## src/rtl/dfs_pkg.sv

```systemverilog
// ----------------------------------------------------------------------------
// DShot frame scheduler package
// Request codes, controller states, control and status bundles, packet build.
// ----------------------------------------------------------------------------
package dfs_pkg;

    localparam int CNT_W   = 3;
    localparam int VAL_W   = 11;
    localparam int CMD_W   = 6;
    localparam int REP_W   = 4;
    localparam int PKT_W   = 16;
    localparam int SLOT_W  = 2;
    localparam int PADDR_W = 3;
    localparam int PDATA_W = 32;

    typedef enum logic [2:0] {
        REQ_WRITE    = 3'd0,
        REQ_TLM      = 3'd1,
        REQ_QUEUE    = 3'd2,
        REQ_UPDATE   = 3'd3,
        REQ_SHUTDOWN = 3'd4,
        REQ_DISABLE  = 3'd5,
        REQ_ENABLE   = 3'd6,
        REQ_CLEAR    = 3'd7
    } req_t;

    typedef enum logic [1:0] {
        ST_IDLE = 2'b01,
        ST_EMIT = 2'b10
    } state_t;

    typedef struct packed {
        logic accept;
        logic start;
        logic emit;
    } dfs_cmd_t;

    typedef struct packed {
        logic go_update;
        logic at_last;
        logic out_free;
    } dfs_status_t;

    function automatic logic [PKT_W-1:0] build_packet(input logic [VAL_W-1:0] value,
                                                      input logic tlm);
        logic [VAL_W:0] word;
        logic [3:0]     sum;
        word = {value, tlm};
        sum  = word[3:0] ^ word[7:4] ^ word[11:8];
        return {word, sum};
    endfunction

endpackage

```

## src/rtl/dfs_ctrl.sv

```systemverilog
// ----------------------------------------------------------------------------
// DShot frame scheduler controller
// Accepts requests while idle and sequences packet emission of an update or shutdown.
// ----------------------------------------------------------------------------
module dfs_ctrl (
    input  logic                clk,
    input  logic                rst_n,
    input  logic                in_valid,
    input  dfs_pkg::dfs_status_t status,
    output dfs_pkg::dfs_cmd_t    cmd,
    output logic                in_stall
);
    import dfs_pkg::*;

    state_t state_reg;
    state_t state_next;

    always_comb
    begin
        cmd        = '0;
        state_next = state_reg;
        unique case (state_reg)
            ST_IDLE:
            begin
                cmd.accept = in_valid;
                if (in_valid && status.go_update)
                begin
                    cmd.start  = 1'b1;
                    state_next = ST_EMIT;
                end
            end
            ST_EMIT:
            begin
                if (status.out_free)
                begin
                    cmd.emit = 1'b1;
                    if (status.at_last)
                    begin
                        state_next = ST_IDLE;
                    end
                end
            end
            default:
            begin
                state_next = ST_IDLE;
            end
        endcase
    end

    always_ff @(posedge clk or negedge rst_n)
    begin
        if (!rst_n)
        begin
            state_reg <= ST_IDLE;
        end
        else
        begin
            state_reg <= state_next;
        end
    end

    assign in_stall = (state_reg != ST_IDLE);

endmodule

```

## src/rtl/dfs_datapath.sv

```systemverilog
// ----------------------------------------------------------------------------
// DShot frame scheduler datapath
// Motor state, command repeat logic, slot counter and output register.
// ----------------------------------------------------------------------------
module dfs_datapath #(
    parameter int MAX_MOTORS      = 4,
    parameter int COMMAND_REPEATS = 10
) (
    input  logic                        clk,
    input  logic                        rst_n,
    input  logic                        cfg_we,
    input  logic [dfs_pkg::CNT_W-1:0]   cfg_active,
    output logic [dfs_pkg::CNT_W-1:0]   active_motors,
    input  dfs_pkg::dfs_cmd_t           cmd,
    output dfs_pkg::dfs_status_t        status,
    input  logic [2:0]                  req_type,
    input  logic [7:0]                  motor_index,
    input  logic [dfs_pkg::VAL_W-1:0]   throttle_value,
    input  logic [dfs_pkg::CMD_W-1:0]   command_code,
    input  logic [7:0]                  shutdown_count,
    output logic                        out_valid,
    input  logic                        out_stall,
    output logic [dfs_pkg::SLOT_W-1:0]  motor_slot,
    output logic [dfs_pkg::PKT_W-1:0]   packet,
    output logic                        last
);
    import dfs_pkg::*;

    localparam int IDX_W = (MAX_MOTORS > 1) ? $clog2(MAX_MOTORS) : 1;

    logic [CNT_W-1:0] active_reg;
    logic [VAL_W-1:0] values_reg [MAX_MOTORS];
    logic [VAL_W-1:0] values_next [MAX_MOTORS];
    logic [MAX_MOTORS-1:0] tlm_reg;
    logic [MAX_MOTORS-1:0] tlm_next;
    logic             enabled_reg;
    logic [CMD_W-1:0] pend_reg;
    logic [REP_W-1:0] repeats_reg;
    logic             cmd_mode_reg;
    logic [CNT_W-1:0] slot_reg;
    logic [CNT_W-1:0] count_reg;
    logic             out_valid_reg;
    logic [SLOT_W-1:0] out_slot_reg;
    logic [PKT_W-1:0] out_packet_reg;
    logic             out_last_reg;

    logic [CNT_W-1:0] n_c;
    logic             in_range;
    logic             do_write;
    logic             do_tlm;
    logic             do_queue;
    logic             do_shutdown;
    logic             do_disable;
    logic             do_enable;
    logic             do_clear;
    logic [IDX_W-1:0] rd_idx;
    logic [VAL_W-1:0] emit_value;
    logic             emit_tlm;

    assign n_c      = (active_reg > MAX_MOTORS) ? CNT_W'(MAX_MOTORS) : active_reg;
    assign in_range = (motor_index < n_c);

    always_comb
    begin
        do_write    = 1'b0;
        do_tlm      = 1'b0;
        do_queue    = 1'b0;
        do_shutdown = 1'b0;
        do_disable  = 1'b0;
        do_enable   = 1'b0;
        do_clear    = 1'b0;
        unique case (req_t'(req_type))
            REQ_WRITE:    do_write    = cmd.accept;
            REQ_TLM:      do_tlm      = cmd.accept;
            REQ_QUEUE:    do_queue    = cmd.accept;
            REQ_SHUTDOWN: do_shutdown = cmd.accept;
            REQ_DISABLE:  do_disable  = cmd.accept;
            REQ_ENABLE:   do_enable   = cmd.accept;
            REQ_CLEAR:    do_clear    = cmd.accept;
            default:      do_clear    = 1'b0;
        endcase
    end

    assign status.go_update = ((req_t'(req_type) == REQ_UPDATE) ||
                               (req_t'(req_type) == REQ_SHUTDOWN)) &&
                              enabled_reg && (n_c != '0);
    assign status.at_last   = ((slot_reg + CNT_W'(1)) == count_reg);
    assign status.out_free  = !out_valid_reg || !out_stall;

    assign rd_idx     = IDX_W'(slot_reg);
    assign emit_value = cmd_mode_reg ? VAL_W'(pend_reg) : values_reg[rd_idx];
    assign emit_tlm   = cmd_mode_reg | tlm_reg[rd_idx];

    always_comb
    begin
        for (int i = 0; i < MAX_MOTORS; i++)
        begin
            values_next[i] = values_reg[i];
            tlm_next[i]    = tlm_reg[i];
            if (do_write && enabled_reg && in_range && (motor_index == i))
            begin
                values_next[i] = throttle_value;
            end
            if (do_shutdown && (i < n_c) && (i < shutdown_count))
            begin
                values_next[i] = '0;
            end
            if (do_tlm && in_range && (motor_index == i))
            begin
                tlm_next[i] = 1'b1;
            end
            if (cmd.emit && (slot_reg == i))
            begin
                tlm_next[i] = 1'b0;
            end
        end
    end

    always_ff @(posedge clk or negedge rst_n)
    begin
        if (!rst_n)
        begin
            active_reg    <= '0;
            tlm_reg       <= '0;
            enabled_reg   <= 1'b1;
            pend_reg      <= '0;
            repeats_reg   <= '0;
            cmd_mode_reg  <= 1'b0;
            slot_reg      <= '0;
            count_reg     <= '0;
            out_valid_reg <= 1'b0;
            for (int i = 0; i < MAX_MOTORS; i++)
            begin
                values_reg[i] <= '0;
            end
        end
        else
        begin
            if (cfg_we)
            begin
                active_reg <= cfg_active;
            end
            values_reg <= values_next;
            tlm_reg    <= tlm_next;
            if (do_disable)
            begin
                enabled_reg <= 1'b0;
            end
            if (do_enable)
            begin
                enabled_reg <= 1'b1;
            end
            if (do_queue)
            begin
                pend_reg    <= command_code;
                repeats_reg <= REP_W'(COMMAND_REPEATS);
            end
            if (do_clear)
            begin
                pend_reg    <= '0;
                repeats_reg <= '0;
            end
            if (cmd.start)
            begin
                cmd_mode_reg <= (repeats_reg != '0);
                slot_reg     <= '0;
                count_reg    <= n_c;
                if (repeats_reg != '0)
                begin
                    repeats_reg <= repeats_reg - REP_W'(1);
                end
            end
            if (cmd.emit)
            begin
                slot_reg      <= slot_reg + CNT_W'(1);
                out_valid_reg <= 1'b1;
            end
            else if (!out_stall)
            begin
                out_valid_reg <= 1'b0;
            end
        end
    end

    always_ff @(posedge clk)
    begin
        if (cmd.emit)
        begin
            out_slot_reg   <= slot_reg[SLOT_W-1:0];
            out_packet_reg <= build_packet(emit_value, emit_tlm);
            out_last_reg   <= status.at_last;
        end
    end

    assign active_motors = active_reg;
    assign out_valid     = out_valid_reg;
    assign motor_slot    = out_slot_reg;
    assign packet        = out_packet_reg;
    assign last          = out_last_reg;

endmodule

```

## src/rtl/dshot_frame_scheduler_top.sv

```systemverilog
// ----------------------------------------------------------------------------
// DShot frame scheduler
// Request channel in, DShot packet channel out, APB register for motor count.
// ----------------------------------------------------------------------------
// Usage:
//   Requests enter on in_valid/in_stall with req_type and its operands. Write,
//   telemetry, queue, disable, enable and clear requests are taken while idle and start no emission.
//   An update or shutdown with outputs enabled and a nonzero motor count
//   emits one packet per active motor on out_valid/out_stall, ascending by
//   motor_slot, with last set on the final one.
//   An accepted update or shutdown is registered into the emit state, then
//   each packet is built into one output register; the block stalls requests
//   while it emits, since a single packet builder feeds that register. A
//   finished last packet may wait in that register while the next request
//   is already accepted. A stall on the output holds the packet; emission
//   pauses until it is taken. The user is to write active_motors through
//   the APB port only while idle; the block itself does not enforce this.
//   Reset clears all motor values, telemetry flags and the pending command,
//   enables outputs and sets the motor count to zero.
// ----------------------------------------------------------------------------
module dshot_frame_scheduler_top #(
    parameter int MAX_MOTORS      = 4,
    parameter int COMMAND_REPEATS = 10
) (
    input  logic                          clk,
    input  logic                          rst_n,
    input  logic                          psel,
    input  logic                          penable,
    input  logic                          pwrite,
    input  logic [dfs_pkg::PADDR_W-1:0]   paddr,
    input  logic [dfs_pkg::PDATA_W-1:0]   pwdata,
    output logic [dfs_pkg::PDATA_W-1:0]   prdata,
    output logic                          pready,
    input  logic                          in_valid,
    output logic                          in_stall,
    input  logic [2:0]                    req_type,
    input  logic [7:0]                    motor_index,
    input  logic [dfs_pkg::VAL_W-1:0]     throttle_value,
    input  logic [dfs_pkg::CMD_W-1:0]     command_code,
    input  logic [7:0]                    shutdown_count,
    output logic                          out_valid,
    input  logic                          out_stall,
    output logic [dfs_pkg::SLOT_W-1:0]    motor_slot,
    output logic [dfs_pkg::PKT_W-1:0]     packet,
    output logic                          last
);
    import dfs_pkg::*;

    dfs_cmd_t         cmd;
    dfs_status_t      status;
    logic             cfg_we;
    logic [CNT_W-1:0] active_motors;

    assign pready = 1'b1;
    assign cfg_we = psel && penable && pwrite && !paddr[PADDR_W-1];
    assign prdata = paddr[PADDR_W-1] ? '0 : PDATA_W'(active_motors);

    dfs_ctrl u_ctrl (
        .clk      (clk),
        .rst_n    (rst_n),
        .in_valid (in_valid),
        .status   (status),
        .cmd      (cmd),
        .in_stall (in_stall)
    );

    dfs_datapath #(
        .MAX_MOTORS      (MAX_MOTORS),
        .COMMAND_REPEATS (COMMAND_REPEATS)
    ) u_dp (
        .clk            (clk),
        .rst_n          (rst_n),
        .cfg_we         (cfg_we),
        .cfg_active     (pwdata[CNT_W-1:0]),
        .active_motors  (active_motors),
        .cmd            (cmd),
        .status         (status),
        .req_type       (req_type),
        .motor_index    (motor_index),
        .throttle_value (throttle_value),
        .command_code   (command_code),
        .shutdown_count (shutdown_count),
        .out_valid      (out_valid),
        .out_stall      (out_stall),
        .motor_slot     (motor_slot),
        .packet         (packet),
        .last           (last)
    );

endmodule

```

## config.mk

```make
export PLATFORM = sky130hd
export DESIGN_NAME = dshot_frame_scheduler_top
export DESIGN_NICKNAME = d
export VERILOG_FILES = /design/src/rtl/dfs_pkg.sv /design/src/rtl/dfs_ctrl.sv /design/src/rtl/dfs_datapath.sv /design/src/rtl/dshot_frame_scheduler_top.sv
export SDC_FILE = /design/constraint.sdc
export NUM_CORES = 1
export LEC_CHECK = 0
export BUFFER_PORTS_ARGS = -buffer_cell sky130_fd_sc_hd__buf_2
export CAP_MARGIN = 5
export CORE_UTILIZATION = 54
export CTS_BUF_LIST = sky130_fd_sc_hd__clkbuf_4 sky130_fd_sc_hd__clkbuf_8
export DETAILED_ROUTE_END_ITERATION = 6
export PLACE_DENSITY = 0.88
export SKIP_CTS_REPAIR_TIMING = 1
export SLEW_MARGIN = 20
export SYNTH_ARGS = -nofsm -noshare
export SYNTH_HDL_FRONTEND = slang
export SYNTH_SLANG_ARGS = --single-unit
```

## constraint.sdc

```tcl
create_clock -name clk -period 2.63 [get_ports clk]
set_clock_uncertainty 0.2 [all_clocks]
set_input_delay 0.1315 -clock clk [delete_from_list [all_inputs] [get_ports clk]]
set_output_delay 0.1315 -clock clk [all_outputs]
set_load 0.1 [all_outputs]
```

==> reports/metrics.csv <==
stage;metric;value;unit
drt;first drt pass iteration count;4;
yosys;count of cell types in the netlist;49;
finish;share of cells above drive strength 1;0.263;
sta;Slew @ Worst Pin;0.767;ns
sta;RSZ-0062 raised after global routing;no;
pwr;pwr dens;659;nW/um^2
finish;nets;595;
worst_setup_path;CP Launch Type;flip-flop;
yosys;main flop type after synthesis;dfrtp_1;
drt;Remaining DRCs;0;
worst_setup_path;slowest cell on the critical path;or4_4;
worst_setup_path;critical path's largest stage delay;0.51;ns
yosys;main combinational cell family by area after synthesis;multiplexers;
grt;initial antenna violation count;0;
worst_setup_path;worst-path maximum fanout;11;
worst_setup_path;R2R Path End;u_dp.values_reg[36];
worst_setup_path;Levels on crit path;7;
clock_network;Clock transition at path regs;0.08;ns
grt;gr usage total;0.238;
yosys;synthesized area;4730;sq um
yosys;Synth async-reset ratio;0.791;
placed_design;dpl cells;578;
clock_network;Root Buffer;clkbuf_8;
sta;Final Critical Period;2.44;ns
placed_design;Port Buffers;70;
finish;fin util;0.670;
pwr;total power;3.68;mW
floorplanning;die area;9150;sq um
finish;Register Area;2370;sq um
sta;Tcrit/Tclk final;0.927;
yosys;mux contribution to synthesized area;0.178;
yosys;post-synthesis sequential area ratio;0.502;
yosys;adder-cell share of the synthesized area;0.0211;
grt;first-pass GRT wire length;16.2;mm
floorplanning;Die Width;95.6;microns
sta;Hold Slack;0.0259;ns
floorplanning;Die Y;95.6;microns
grt;Overflow after GRT;0;
yosys;Synth Area per Inst;11.6;sq um
worst_setup_path;crit path DAT;2.50;ns
sta;relative max-transition margin;0.488;
worst_setup_path;delay-heaviest family, CP;simple AND/OR/NAND/NOR gates;
sta;setup ws final;0.193;ns
finish;final cell count without fillers;619;
pwr;peak supply drop;0.000281;V
drt;Vias;3506;
yosys;Yosys top cell area share;0.370;
worst_setup_path;worst path required time;2.70;ns
finish;multi-input logic area;2030;sq um
drt;DRT iter0 DRCs;278;
floorplanning;I/O pin cnt;132;
yosys;Mapped Cells;407;
yosys;Synth Register Bits;91;
drt;routed wire length per instance;17.1;microns
yosys;Synth Area in Compound Gates;0.0891;
sta;Fin. Hold Viols;0;
worst_setup_path;reg2reg start;u_dp.active_motors[2];
worst_setup_path;Reg2Reg Depth;7;
finish;Fillers;609;
yosys;post-synth top area cell;dfrtp_1;
clock_network;CTS tree;built;
finish;design area;5590;sq um
floorplanning;row count;33;
yosys;EDFF count, synth;19;
placed_design;detailed placer's ending HPWL;7.17;mm
pwr;Lkg Pwr;2.92;nW
placed_design;pre-CTS setup slack;0.199;ns
finish;max FFs per register;44;
sta;fmax;410;MHz
worst_setup_path;Crit. End Element;flip-flop;
finish;ANT cells;0;
drt;overall routed net length;10.6;mm
placed_design;gp weighted congestion;0.879;
worst_setup_path;crit path to;u_dp.values_reg[36];
worst_setup_path;Reg2Reg Setup Slack;0.19;ns
grt;via count of the first global-routing pass;3423;
placed_design;dpl cell area;5130;sq um
clock_network;CTS Buf Count;9;
drt;Post-DRT Antenna Nets;0;
sta;max-slew violation count;0;
worst_setup_path;Worst Path Class, Setup;reg2reg;
yosys;YS warnings;0;
finish;area delta synth->final;18.0;%
status;outcome;complete, no violations;
worst_setup_path;CP Cell Sequence;inv_1 > ha_1 > or4_4 > nor3_4 > o2111ai_2 > buf_4 > mux2i_1;
yosys;Synth area leaders;dfrtp_1, edfxtp_1, mux2i_1;
job;Max Cap Violations;0;
clock_network;clock buffer depth;2;
floorplanning;Initial Utilization;0.568;
clock_network;Clock Sinks;91;
yosys;Synth top cells by count;dfrtp_1, mux2i_1, o21ai_0, buf_4, nand2_1;
clock_network;H-tree depth;3;
worst_hold_path;HP Class;in2reg;
drt;vias per inst;5.66;
sta;post-route setup TNS;0;ns
grt;largest net degree at the start of global routing;37;
yosys;Post-Synth Simple-Gate Area;0.0975;
worst_setup_path;Bufs and invs on worst path;2;
floorplanning;core area;8340;sq um
clock_network;clk_lat worst skew;0.35;ns
sta;final setup fails;0;
worst_setup_path;crit path from;u_dp.active_motors[2];
yosys;XOR/XNOR Fraction of Synth Area;0.0203;
yosys;count leader, synth;dfrtp_1;
## cell usage in the layout, fill, tap and decap left out, drive strengths merged, types with 7 or more instances in the layout
master       synthesis  final
conb                 2     30
ha                   8      8
o21ai               43     43
edfxtp              19     19
mux2                 9      9
xnor2                8      8
mux4                12     12
nor2b                7      7
clkbuf              12     11
inv                 24     26
dlygate4sd3          0     25
nand2               25     25
nand3               10     10
mux2i               47     47
nor2                 9      9
a21oi                8      8
dfrtp               70     70
buf                 38     88
## kinds of logic after synthesis
family	count (synthesis)
compound gates	70
xor+xnor	11
fa+ha+maj	8
buf+inv	74
flops	91
mux	68
other cells	2
simple gates	83
## cell type report
cell class	count	area share
flip-flops and latches	91	0.425
multi-input cells	270	0.364
repair buffers	113	0.134
clock buffers	11	0.0271
well taps	105	0.0235
inverters	24	0.0161
clock inverters	5	0.0105
## worst min-delay path, stage by stage
cell	delay, ns
buf_2	0.10
nand4b_1	0.14
mux2_2	0.17
## power by group
part / switching, mW / internal [mW] / total, mW
registers: 0.128 / 1.54 / 1.67
logic: 0.631 / 0.390 / 1.02
clock network: 0.500 / 0.496 / 0.995
## how the worst min path moves through the flow
stage | from | endpoint | slack, ns | depth (start not counted)
detailed placement | rst_n | u_dp.count_reg[2] | -0.15 | 1
floorplan | rst_n | u_ctrl.state_reg[1] | -0.36 | 0
global route | penable | u_dp.active_motors[0] | 0.04 | 3
global placement | rst_n | u_dp.count_reg[2] | -0.16 | 1
CTS | rst_n | u_dp.count_reg[2] | -0.55 | 1
finish | penable | u_dp.active_motors[2] | 0.03 | 3
## layer usage
| layer | track usage | vias to the layer above | routed length, microns | part of all wire |
|---|---|---|---|---|
| met5 | 0 | - | 0 | 0 |
| met4 | 0.116 | 0 | 208 | 0.020 |
| met3 | 0.0431 | 22 | 702 | 0.066 |
| met2 | 0.397 | 159 | 5350 | 0.51 |
| met1 | 0.298 | 1734 | 4310 | 0.41 |
| li1 | - | 1591 | - | - |
Power figures use the tool's default switching activity.
